===== src/design/md5_pkg.sv =====
package md5_pkg;

    localparam logic [31:0] H0_INIT = 32'h67452301;
    localparam logic [31:0] H1_INIT = 32'hefcdab89;
    localparam logic [31:0] H2_INIT = 32'h98badcfe;
    localparam logic [31:0] H3_INIT = 32'h10325476;

    localparam int BLOCK_BYTES = 64;
    localparam int LEN_OFFSET  = 56;
    localparam logic [7:0] PAD_BYTE = 8'h80;
    localparam int QUEUE_DEPTH = 4;

    // one entry of the front-to-back queue
    typedef struct packed {
        logic       has_byte;
        logic [7:0] data_byte;
        logic       end_of_message;
    } t_item;

    typedef struct packed {
        logic [63:0] first_half;
        logic [63:0] second_half;
    } t_digest;

    localparam logic [31:0] ROUND_K [64] = '{
        32'hd76aa478, 32'he8c7b756, 32'h242070db, 32'hc1bdceee,
        32'hf57c0faf, 32'h4787c62a, 32'ha8304613, 32'hfd469501,
        32'h698098d8, 32'h8b44f7af, 32'hffff5bb1, 32'h895cd7be,
        32'h6b901122, 32'hfd987193, 32'ha679438e, 32'h49b40821,
        32'hf61e2562, 32'hc040b340, 32'h265e5a51, 32'he9b6c7aa,
        32'hd62f105d, 32'h02441453, 32'hd8a1e681, 32'he7d3fbc8,
        32'h21e1cde6, 32'hc33707d6, 32'hf4d50d87, 32'h455a14ed,
        32'ha9e3e905, 32'hfcefa3f8, 32'h676f02d9, 32'h8d2a4c8a,
        32'hfffa3942, 32'h8771f681, 32'h6d9d6122, 32'hfde5380c,
        32'ha4beea44, 32'h4bdecfa9, 32'hf6bb4b60, 32'hbebfbc70,
        32'h289b7ec6, 32'heaa127fa, 32'hd4ef3085, 32'h04881d05,
        32'hd9d4d039, 32'he6db99e5, 32'h1fa27cf8, 32'hc4ac5665,
        32'hf4292244, 32'h432aff97, 32'hab9423a7, 32'hfc93a039,
        32'h655b59c3, 32'h8f0ccc92, 32'hffeff47d, 32'h85845dd1,
        32'h6fa87e4f, 32'hfe2ce6e0, 32'ha3014314, 32'h4e0811a1,
        32'hf7537e82, 32'hbd3af235, 32'h2ad7d2bb, 32'heb86d391
    };

    function automatic logic [4:0] rot_amount(input logic [5:0] rnd);
        logic [4:0] s;
        begin
            case ({rnd[5:4], rnd[1:0]})
                4'b0000: s = 5'd7;
                4'b0001: s = 5'd12;
                4'b0010: s = 5'd17;
                4'b0011: s = 5'd22;
                4'b0100: s = 5'd5;
                4'b0101: s = 5'd9;
                4'b0110: s = 5'd14;
                4'b0111: s = 5'd20;
                4'b1000: s = 5'd4;
                4'b1001: s = 5'd11;
                4'b1010: s = 5'd16;
                4'b1011: s = 5'd23;
                4'b1100: s = 5'd6;
                4'b1101: s = 5'd10;
                4'b1110: s = 5'd15;
                default: s = 5'd21;
            endcase
            return s;
        end
    endfunction

    function automatic logic [3:0] word_index(input logic [5:0] rnd);
        logic [3:0] g;
        begin
            case (rnd[5:4])
                2'd0:    g = rnd[3:0];
                2'd1:    g = 4'((5 * rnd[3:0]) + 1);
                2'd2:    g = 4'((3 * rnd[3:0]) + 5);
                default: g = 4'(7 * rnd[3:0]);
            endcase
            return g;
        end
    endfunction

    function automatic logic [31:0] rotl32(input logic [31:0] v, input logic [4:0] s);
        logic [63:0] d;
        begin
            d = {v, v} << s;
            return d[63:32];
        end
    endfunction

endpackage


===== src/design/md5_front.sv =====
module md5_front (
    input  logic               i_clk,
    input  logic               i_rst_n,
    input  logic               i_valid,
    output logic               o_ready,
    input  logic               i_has_byte,
    input  logic [7:0]         i_data_byte,
    input  logic               i_end_of_message,
    output logic               o_q_valid,
    input  logic               i_q_ready,
    output md5_pkg::t_item     o_q_item
);
    import md5_pkg::*;

    localparam int PTR_W = $clog2(QUEUE_DEPTH);

    t_item              r_mem [QUEUE_DEPTH];
    logic [PTR_W-1:0]   r_wptr, r_rptr;
    logic [PTR_W:0]     r_count;
    logic               push, pop;
    t_item              in_item;

    assign in_item  = '{has_byte: i_has_byte, data_byte: i_data_byte,
                        end_of_message: i_end_of_message};
    // items with neither byte nor end mark do nothing: drop them here
    assign o_ready  = (r_count != (PTR_W+1)'(QUEUE_DEPTH));
    assign push     = i_valid && o_ready && (i_has_byte || i_end_of_message);
    assign o_q_valid = (r_count != '0);
    assign pop      = o_q_valid && i_q_ready;
    assign o_q_item = r_mem[r_rptr];

    always_ff @(posedge i_clk) begin
        if (push) begin
            r_mem[r_wptr] <= in_item;
        end
        if (!i_rst_n) begin
            r_wptr  <= '0;
            r_rptr  <= '0;
            r_count <= '0;
        end else begin
            if (push) r_wptr <= r_wptr + 1'b1;
            if (pop)  r_rptr <= r_rptr + 1'b1;
            r_count <= r_count + (PTR_W+1)'(push) - (PTR_W+1)'(pop);
        end
    end

endmodule


===== src/design/md5_back.sv =====
module md5_back (
    input  logic               i_clk,
    input  logic               i_rst_n,
    input  logic               i_q_valid,
    output logic               o_q_ready,
    input  md5_pkg::t_item     i_q_item,
    output logic               o_valid,
    input  logic               i_ready,
    output md5_pkg::t_digest   o_digest
);
    import md5_pkg::*;

    typedef enum logic [3:0] {
        ST_IDLE = 4'b0001,
        ST_PAD  = 4'b0010,
        ST_RUN  = 4'b0100,
        ST_ADD  = 4'b1000
    } t_state;

    t_state       r_state, n_state;
    logic [31:0]  r_w [16];     // block buffer, little-endian words
    logic [63:0]  r_bits;
    logic [63:0]  r_len;
    logic [31:0]  r_h [4];
    logic [31:0]  r_a, r_b, r_c, r_d;
    logic [5:0]   r_rnd;
    logic [5:0]   r_ppos;       // padding write position
    logic         r_fin;        // end mark taken, digest still to come
    logic         r_mark;       // 0x80 pad byte not yet written
    logic         r_last;       // block being built carries the length
    logic         r_out_valid;
    t_digest      r_out;

    logic [5:0]   pos;
    logic [31:0]  f, t, wg;
    logic [3:0]   g;
    logic         take, out_load;
    logic         wr_en;
    logic [5:0]   wr_idx;
    logic [7:0]   wr_byte;
    logic [7:0]   len_byte;

    assign pos      = r_bits[8:3];
    assign g        = word_index(r_rnd);
    assign wg       = r_w[g];
    assign len_byte = r_len[{r_ppos[2:0], 3'b000} +: 8];

    always_comb begin
        case (r_rnd[5:4])
            2'd0:    f = (r_b & r_c) | (~r_b & r_d);
            2'd1:    f = (r_b & r_d) | (r_c & ~r_d);
            2'd2:    f = r_b ^ r_c ^ r_d;
            default: f = r_c ^ (r_b | ~r_d);
        endcase
        t = r_b + rotl32(r_a + f + wg + ROUND_K[r_rnd], rot_amount(r_rnd));
    end

    assign o_q_ready = (r_state == ST_IDLE);
    assign take      = i_q_valid && (r_state == ST_IDLE);
    // a new digest loads only once the previous one has left the output register
    assign out_load  = (r_state == ST_ADD) && r_last && (!r_out_valid || i_ready);
    assign o_valid   = r_out_valid;
    assign o_digest  = r_out;

    // single byte write port into the block buffer
    always_comb begin
        wr_en   = 1'b0;
        wr_idx  = pos;
        wr_byte = i_q_item.data_byte;
        if (take && i_q_item.has_byte) begin
            wr_en = 1'b1;
        end else if (r_state == ST_PAD) begin
            wr_en  = 1'b1;
            wr_idx = r_ppos;
            if (r_mark)
                wr_byte = PAD_BYTE;
            else if (r_last && r_ppos >= 6'(LEN_OFFSET))
                wr_byte = len_byte;
            else
                wr_byte = 8'h00;
        end
    end

    always_comb begin
        n_state = r_state;
        case (r_state)
            ST_IDLE: begin
                if (take) begin
                    if (i_q_item.has_byte && pos == 6'd63) n_state = ST_RUN;
                    else if (i_q_item.end_of_message)      n_state = ST_PAD;
                end
            end
            ST_PAD:  if (r_ppos == 6'd63) n_state = ST_RUN;
            ST_RUN:  if (r_rnd == 6'd63) n_state = ST_ADD;
            ST_ADD: begin
                if (r_last) begin
                    if (out_load) n_state = ST_IDLE;
                end else if (r_fin) begin
                    n_state = ST_PAD;
                end else begin
                    n_state = ST_IDLE;
                end
            end
            default: n_state = ST_IDLE;
        endcase
    end

    always_ff @(posedge i_clk) begin
        if (wr_en) begin
            r_w[wr_idx[5:2]][{wr_idx[1:0], 3'b000} +: 8] <= wr_byte;
        end
    end

    always_ff @(posedge i_clk) begin
        if (!i_rst_n) begin
            r_state     <= ST_IDLE;
            r_bits      <= '0;
            r_len       <= '0;
            r_h[0]      <= H0_INIT;
            r_h[1]      <= H1_INIT;
            r_h[2]      <= H2_INIT;
            r_h[3]      <= H3_INIT;
            r_a         <= '0;
            r_b         <= '0;
            r_c         <= '0;
            r_d         <= '0;
            r_out_valid <= 1'b0;
            r_out       <= '0;
            r_rnd       <= '0;
            r_ppos      <= '0;
            r_fin       <= 1'b0;
            r_mark      <= 1'b0;
            r_last      <= 1'b0;
        end else begin
            r_state     <= n_state;
            r_out_valid <= out_load || (r_out_valid && !i_ready);
            case (r_state)
                ST_IDLE: begin
                    if (take) begin
                        if (i_q_item.has_byte) r_bits <= r_bits + 64'd8;
                        r_len  <= r_bits + (i_q_item.has_byte ? 64'd8 : 64'd0);
                        r_ppos <= i_q_item.has_byte ? pos + 6'd1 : pos;
                        r_fin  <= i_q_item.end_of_message;
                        r_mark <= i_q_item.end_of_message;
                        r_last <= 1'b0;
                        r_rnd  <= '0;
                        r_a <= r_h[0]; r_b <= r_h[1]; r_c <= r_h[2]; r_d <= r_h[3];
                    end
                end
                ST_PAD: begin
                    r_ppos <= r_ppos + 6'd1;
                    if (r_mark) begin
                        // length fits behind the mark only below offset 56
                        r_mark <= 1'b0;
                        r_last <= (r_ppos < 6'(LEN_OFFSET));
                    end
                end
                ST_RUN: begin
                    r_a <= r_d; r_d <= r_c; r_c <= r_b; r_b <= t;
                    r_rnd <= r_rnd + 6'd1;
                end
                ST_ADD: begin
                    if (r_last) begin
                        if (out_load) begin
                            r_out.first_half  <= {r_h[1] + r_b, r_h[0] + r_a};
                            r_out.second_half <= {r_h[3] + r_d, r_h[2] + r_c};
                            r_h[0] <= H0_INIT; r_h[1] <= H1_INIT;
                            r_h[2] <= H2_INIT; r_h[3] <= H3_INIT;
                            r_bits <= '0;
                            r_fin  <= 1'b0;
                        end
                    end else begin
                        r_h[0] <= r_h[0] + r_a; r_h[1] <= r_h[1] + r_b;
                        r_h[2] <= r_h[2] + r_c; r_h[3] <= r_h[3] + r_d;
                        r_a <= r_h[0] + r_a; r_b <= r_h[1] + r_b;
                        r_c <= r_h[2] + r_c; r_d <= r_h[3] + r_d;
                        // end pending: next block starts padding at byte 0
                        r_ppos <= '0;
                        r_last <= 1'b1;
                    end
                end
                default: ;
            endcase
        end
    end

endmodule


===== src/design/md5_byte_stream_hasher.sv =====
// bytes pass the front queue to the block buffer, one per cycle while the back is idle
// a full block holds the back for 64 rounds plus chaining add; a full queue stalls input
// end of message: up to 64 padding bytes per padded block, 64 rounds plus chaining add for
// each of one or two compressions; the digest sits in an output register until transferred
// and a following digest waits in the back part while that register is full
// reset: synchronous active-low, restores initial chaining words and clears the count
module md5_byte_stream_hasher (
    input  logic        i_clk,
    input  logic        i_rst_n,
    input  logic        i_valid,
    output logic        o_ready,
    input  logic        i_has_byte,
    input  logic [7:0]  i_data_byte,
    input  logic        i_end_of_message,
    output logic        o_valid,
    input  logic        i_ready,
    output logic [63:0] o_digest_first_half,
    output logic [63:0] o_digest_second_half
);
    import md5_pkg::*;

    logic    q_valid, q_ready;
    t_item   q_item;
    t_digest digest;

    md5_front u_front (
        .i_clk, .i_rst_n, .i_valid, .o_ready,
        .i_has_byte, .i_data_byte, .i_end_of_message,
        .o_q_valid(q_valid), .i_q_ready(q_ready), .o_q_item(q_item)
    );

    md5_back u_back (
        .i_clk, .i_rst_n,
        .i_q_valid(q_valid), .o_q_ready(q_ready), .i_q_item(q_item),
        .o_valid, .i_ready, .o_digest(digest)
    );

    assign o_digest_first_half  = digest.first_half;
    assign o_digest_second_half = digest.second_half;

`ifndef SYNTHESIS
    a_out_hold: assert property (@(posedge i_clk) disable iff (!i_rst_n)
        o_valid && !i_ready |=> o_valid && $stable(o_digest_first_half)
            && $stable(o_digest_second_half))
        else $error("digest changed while stalled");
    a_full_not_empty: assert property (@(posedge i_clk) disable iff (!i_rst_n)
        !o_ready |-> q_valid)
        else $error("input stalled with an empty queue");
`endif

endmodule


===== config.mk =====
export PLATFORM = sky130hd
export DESIGN_NAME = md5_byte_stream_hasher
export DESIGN_NICKNAME = d
export VERILOG_FILES = /design/src/design/md5_pkg.sv /design/src/design/md5_front.sv /design/src/design/md5_back.sv /design/src/design/md5_byte_stream_hasher.sv
export SDC_FILE = /design/constraint.sdc
export NUM_CORES = 2
export LEC_CHECK = 0
export BUFFER_PORTS_ARGS = -buffer_cell sky130_fd_sc_hd__buf_4
export CORE_UTILIZATION = 25
export DETAILED_ROUTE_END_ITERATION = 10
export GPL_TIMING_DRIVEN = 0
export PLACE_DENSITY = 0.39
export SYNTH_ARGS = -nofsm -noshare
export SYNTH_HDL_FRONTEND = slang
export SYNTH_SLANG_ARGS = --single-unit

===== constraint.sdc =====
create_clock -name i_clk -period 15.7 [get_ports i_clk]
set_clock_uncertainty 0.15 [all_clocks]
set_input_delay 0.785 -clock i_clk [delete_from_list [all_inputs] [get_ports i_clk]]
set_output_delay 0.785 -clock i_clk [all_outputs]
set_load 0.005 [all_outputs]

# Yosys cells after proc, flatten, opt, wreduce, memory -nomap -nowiden

Memories as Yosys holds them, arrays and structs flattened. A register that Yosys moved wholly into a read port is not among the register bits.
Index checks and enable logic that the tools add are counted.

Word-level logic and storage cells: 204
Memory bits (writable): 680
Memory bits (read-only): 2128
Bits in registers: 411
Bits of input ports: 14
Latch bits: 0
Memories kept: 5
Output and inout bits: 130

Div/mod/pow operators: 0
$lt $le $gt $ge: 3
Multiply operators: 3
Reduce and logical (&&, ||, !) cells: 31
Eq/ne operators: 20
Bitwise gates (word level): 21
Add/subtract/negate cells: 20
Shift-type cells: 4
Mux-type cells: 79

Memory list:

| name            | words | width | read ports | clocked after Yosys merged registers in | wr ports | RTL line        | text |
|---|---|---|---|---|---|---|---|
| (no name shown) | 64    | 32    | 1          | 0                                       | 0        | md5_back.sv:55  | `t = r_b + rotl32(r_a + f + wg + ROUND_K[r_rnd], rot_amount(r_rnd));` |
| u_back.r_w      | 16    | 32    | 1          | 0                                       | 1        | md5_back.sv:21  | `logic [31:0] r_w [16];` |
| u_back.r_h      | 4     | 32    | 4          | 0                                       | 4        | md5_back.sv:24  | `logic [31:0] r_h [4];` |
| (no name shown) | 16    | 5     | 1          | 1                                       | 0        | md5_pkg.sv:47   | `case ({rnd[5:4], rnd[1:0]})` |
| u_front.r_mem   | 4     | 10    | 1          | 1                                       | 1        | md5_front.sv:17 | `t_item r_mem [QUEUE_DEPTH];` |

Operator list:

| cell                                                   | count |
|---|---|
| 2-to-1 mux 32 bit                                      | 19 |
| case mux 32 bit (3 select lines)                       | 5 |
| adder 32 bit                                           | 8 |
| 2-to-1 mux 64 bit                                      | 4 |
| bitwise AND 32 bit                                     | 4 |
| case mux 64 bit (2 select lines)                       | 1 |
| bitwise OR 32 bit                                      | 3 |
| bitwise XOR 32 bit                                     | 3 |
| adder 64 x 4 -> 64 bit (second input constant)         | 1 |
| adder 64 bit                                           | 1 |
| inverter 32 bit                                        | 2 |
| indexed part select 64 x 7 -> 8 bit                    | 1 |
| left shift 64 x 5 -> 64 bit                            | 1 |
| 2-to-1 mux 4 bit                                       | 10 |
| 2-to-1 mux 6 bit                                       | 6 |
| 2-to-1 mux 8 bit                                       | 4 |
| variable shift 8 x 7 -> 32 bit (first input constant)  | 1 |
| indexed part select 8 x 7 -> 32 bit                    | 1 |
| 2-to-1 mux 1 bit                                       | 20 |
| adder 6 x 1 -> 6 bit (second input constant)           | 3 |
| equality test 6 bit (second input constant)            | 3 |
| case mux 6 bit (3 select lines)                        | 1 |
| case mux 4 bit (4 select lines)                        | 1 |
| inequality test 2 x 1 -> 1 bit (second input constant) | 6 |
| 37 further kinds                                       | 72 |

# Longest topological paths before layout

Depth after elaboration: 10
Gate-level depth with buffers: 43
Gate-level depth less buffers: 40

# Hierarchy

A second synthesis with hierarchy kept.

Cells, all modules: 6335
Area, all modules: 62906.6 um2

By module, submodules not included:

| module    | sequential area each (um2) | area an instance (um2) | cells an instance | times used |
|---|---|---|---|---|
| md5_back  | 26965.9                    | 60963.5                | 6234              | 1 |
| md5_front | 1381.3                     | 1943.1                 | 101               | 1 |

# Least setup slack after synthesis

OpenSTA, ideal clock, no wires.

Kind: reg2reg
From: register u_back.r_rnd[2]
To: register u_back.r_b[30]
Path buffers: 4
Path slack: 4.800 ns
Required time: 15.425 ns
Library setup time: 0.125 ns
Clock period less this slack: 10.900 ns
Data arrival time: 10.624 ns
Stages on the path, launching flop included: 38
Cell sequence: dfxtp_1 -> clkinv_1 -> clkbuf_1 -> ha_1 -> inv_1 -> fa_1 -> mux4_2 -> clkbuf_1 -> clkbuf_1 -> buf_1 -> mux2i_1 -> a21oi_1 -> fa_1 -> inv_1 -> fa_1 -> inv_1 -> ha_1 -> fa_1 -> (+2 left out) -> nand3_1 -> mux2_2 -> or2_2 -> mux4_2 -> mux4_2 -> mux2_2 -> ha_1 -> nand2_1 -> nor3_1 -> a21oi_1 -> a31oi_1 -> a211oi_1 -> o21ai_0 -> a21oi_1 -> o311ai_0 -> a2111oi_0 -> a41oi_1 -> a31oi_1

Word-level cells in the longest chain between the ends: 9
Elaborated cells on any way between the ends: 16

Ends and longest elaborated chain:

| element                                                                       | RTL line                     | text |
|---|---|---|
| start: declaration                                                            | md5_back.sv:26               | `logic [5:0] r_rnd;` |
| start signal: assignment                                                      | md5_back.sv:160              | `r_rnd <= r_rnd + 6'd1;` |
| multiplier 2 x 4 -> 4 bit / multiplier 3 x 4 -> 4 bit (equally long branches) | md5_pkg.sv:75, md5_pkg.sv:74 |  |
| adder 4 x 3 -> 4 bit / adder 4 x 1 -> 4 bit (equally long branches)           | md5_pkg.sv:75, md5_pkg.sv:74 |  |
| case mux 4 bit (3 select lines)                                               | md5_pkg.sv:72                | `case (rnd[5:4])` |
| memory read (16 x 32 bit)                                                     | -                            |  |
| adder 32 bit                                                                  | md5_back.sv:55               |  |
| adder 32 bit *                                                                | md5_back.sv:55               |  |
| left shift 64 x 5 -> 64 bit *                                                 | md5_pkg.sv:85                | `d = {v, v} << s;` |
| adder 32 bit *                                                                | md5_back.sv:55               |  |
| case mux 32 bit (3 select lines) *                                            | md5_back.sv:137              | `case (r_state)` |
| end signal: assignment                                                        | md5_back.sv:147              | `r_a <= r_h[0]; r_b <= r_h[1]; r_c <= r_h[2]; r_d <= r_h[3];` |
| end signal: assignment                                                        | md5_back.sv:159              | `r_a <= r_d; r_d <= r_c; r_c <= r_b; r_b <= t;` |
| end signal: assignment                                                        | md5_back.sv:175              | `r_a <= r_h[0] + r_a; r_b <= r_h[1] + r_b;` |
| end: declaration                                                              | md5_back.sv:25               | `logic [31:0] r_a, r_b, r_c, r_d;` |

Mark *: on every way between the ends. The rest lies on a longest branch, timed or not. The select of a mux whose other input is x is not followed.
A chain may end at the register's enable or synchronous reset.

# Worst setup path after layout

From: register u_back.r_rnd[2]
To: register u_back.r_b[25]

The elaborated chain is that of the path after synthesis.

==> reports/qor.yml <==
outcome: "finished with violations"
violations: "capacitance limit, slew limit"
post_dp_cell_area_mm2: 0.0682
clk_pin_slew_worst_paths_ns: 0.06
slowest_stage: "buf_1"
clock-sinks: 1092
drtPass1Iterations: 6
post-cts-setup-buffers: 0
final_area_mm2: 0.0729
yosys.area.top_type_share: 0.309
grt_pass1_wl_mm: 428
crit_type: "reg -> reg"
cp_max_fo: 22
pwr_density_cell_mw_per_mm2: 241
ir_worst_vdd_mv: 0.187
syn_inst: 6266
slew_violations: 20
post-place-ws_ns: -0.715
multiInputGateArea_mm2: 0.0321
finalPower_mw: 17.6
end_kind: "register"
synth_cell_types: 91
vias: 54500
period_share: 0.967
cts_max_level: 4
grt_pass1_vias: 52000
area_growth_syn_to_layout_pct: 15.9
die_x_um: 504
clk_path_buf_depth: 3
netlist_area_mm2: 0.0629
overflow: 0
cp_num_buf_inv: 6
grt_usage: 0.243
max_freq_ghz: 0.0659
dp.cells: 9743
worstPathArrival_ns: 15.73
hp-class: "in -> reg"
via_per_inst: 5.45
ys.warnings.count: 0
syn-num-nets: 6596
timing.hold.ws_ns: 0.190
max_slew_margin: -0.0905
final-instance-count-excl-fill: 10000
antenna_left: 0
drv_cap: 3
fillerInstances: 26100
wirelength_mm: 315
drt_iter0_markers: 5996
grt_antenna_before_repair: 25
clock_latency_ns: 0.83
portBuffers: 143
worst-path-stages: 38
worst_slew_pin_slew_ns: 1.63
cts_root_buf: "clkbuf_16"
die_area_mm2: 0.254
ys.flop_type: "edfxtp_1"
start_util: 0.252
postSynth.asyncResetShare: 0
ys_ff_latch: 1092
wl_per_cell_um: 31.5
synth_seq_area_share: 0.451
final-hold-violation-count: 0
synthTopCellsByCount: "nor2_1, edfxtp_1, nand2_1, a21oi_1, dfxtp_1"
rows: 183
drc: 0
gp_congestion: 0.982
setup_ws_ns: 0.523
cts_buffers: 138
dp_hpwl_mm: 242
synth_area_leaders: "edfxtp_1, dfxtp_1, mux4_2, ha_1, nor2_1"
core_mm2: 0.249
cp_top_family: "compound AO/OA/AOI/OAI gates"
setup_viol: 0
syn_avg_cell_area_um2: 10.0
die_y_um: 504
leakage_nw: 25.6
synth_edf_count: 648
cts_tree: "done"
cp_slowest_stage_delay_ns: 1.00
nets: 6893
grt_max_degree: 30
synth_most_common_cell: "nor2_1"
yosysTopAreaCell: "edfxtp_1"
drive_above_1_share: 0.0986
r2r_cells: 38
io_pins: 144
cp_data_required_time_ns: 16.25
hold_depth: 3
seq_area_mm2: 0.0283
rsz0062_at_grt: "false"
fin_crit_ns: 15.18
start_kind: "register"
-- layout by cell type, fill, tap and decap left out, drive strengths merged, types with 115 or more instances in the layout --
cell type    n
a211oi     122
a21o       115
a21oi      502
buf        199
clkbuf     541
dfxtp      444
edfxtp     648
ha         243
inv        272
mux4       178
nand2      509
nand3      151
nor2       709
o21ai      429
xnor2      136
xor2       135
-- layout make-up --
class                   count  area share
repair buffers            157      0.0170
clock inverters            48     0.00767
flip-flops and latches   1092       0.389
clock buffers             203      0.0545
plain buffers             390      0.0208
inverters                 269      0.0140
well taps                3330      0.0571
multi-input cells        4515       0.440
diodes                      6    0.000206
-- where the power goes --
group | switching [mW] | total, mW | internal, mW
clock network | 1.39 | 3.22 | 1.83
registers | 0.652 | 4.02 | 3.37
logic | 6.69 | 10.3 | 3.64
total | 8.73 | 17.6 | 8.84
-- logic make-up after synthesis --
group,count (synthesis),synth area share
mux,311,0.0857
compound gates,1778,0.182
flops,1092,0.451
fa+ha+maj,326,0.0732
simple gates,1828,0.131
buf+inv,659,0.0398
xor+xnor,272,0.0381
-- per-stage QoR --
step / TNS (ns) / util
2_1_floorplan: 0 / -
3_3_place_gp: -5.41 / 0.273
3_5_place_dp: -1.85 / 0.274
4_1_cts: 0 / 0.292
5_1_grt: 0 / 0.292
6_report: 0 / 0.292
-- worst reg2reg max path, delay by kind of cell (launching register included) --
kind,cells,cell delay (ns)
AOI/OAI and AO/OA,17,5.50
DFF,1,0.75
adders and majority gates,6,3.00
xor gates and xnor gates,2,0.62
muxes,5,1.91
and+or+nand+nor,2,0.27
buffers and inverters,6,2.85
-- per-layer routing --
metal	vias to the layer above	share of wire	global-route usage
li1	23900	-	-
met1	27800	0.45	0.334
met2	2333	0.44	0.374
met3	458	0.069	0.0424
met4	8	0.044	0.0989
met5	-	0.00032	0
-- registers in the layout, summed over array words and instances (netlist names), 4 cells and up, named ones only --
signal	count
u_back.r_w	512
u_back.r_ppos	6
u_back.r_c	32
u_back.r_d	32
u_back.r_b	32
u_back.r_h	128
u_back.r_state	4
u_back.r_a	32
u_front.r_mem	40
u_back.o_digest	128
u_back.r_rnd	6
u_back.r_len	61
u_back.r_bits	61
-- path summary, 6_finish.rpt --
path                                    startpoint                               end  slack, ns
setup / recovery      u_back.r_rnd[2]$_SDFFE_PN0P_       u_back.r_b[25]$_SDFFE_PN0P_       0.52
hold / removal                             i_rst_n       u_back.r_b[28]$_SDFFE_PN0P_       0.19
setup reg to reg      u_back.r_rnd[2]$_SDFFE_PN0P_       u_back.r_b[25]$_SDFFE_PN0P_       0.52
hold reg to reg   u_back.o_digest[42]$_SDFFE_PN0P_  u_back.o_digest[42]$_SDFFE_PN0P_       0.31
-- repair_timing --
item | in CTS | in global routing
hold buffers | 10 | 0
endpoints found under the hold margin | 39 | 0
setup endpoints to repair | 8 | 4
gates resized for setup | 5 | 28
Power figures use the tool's default switching activity.
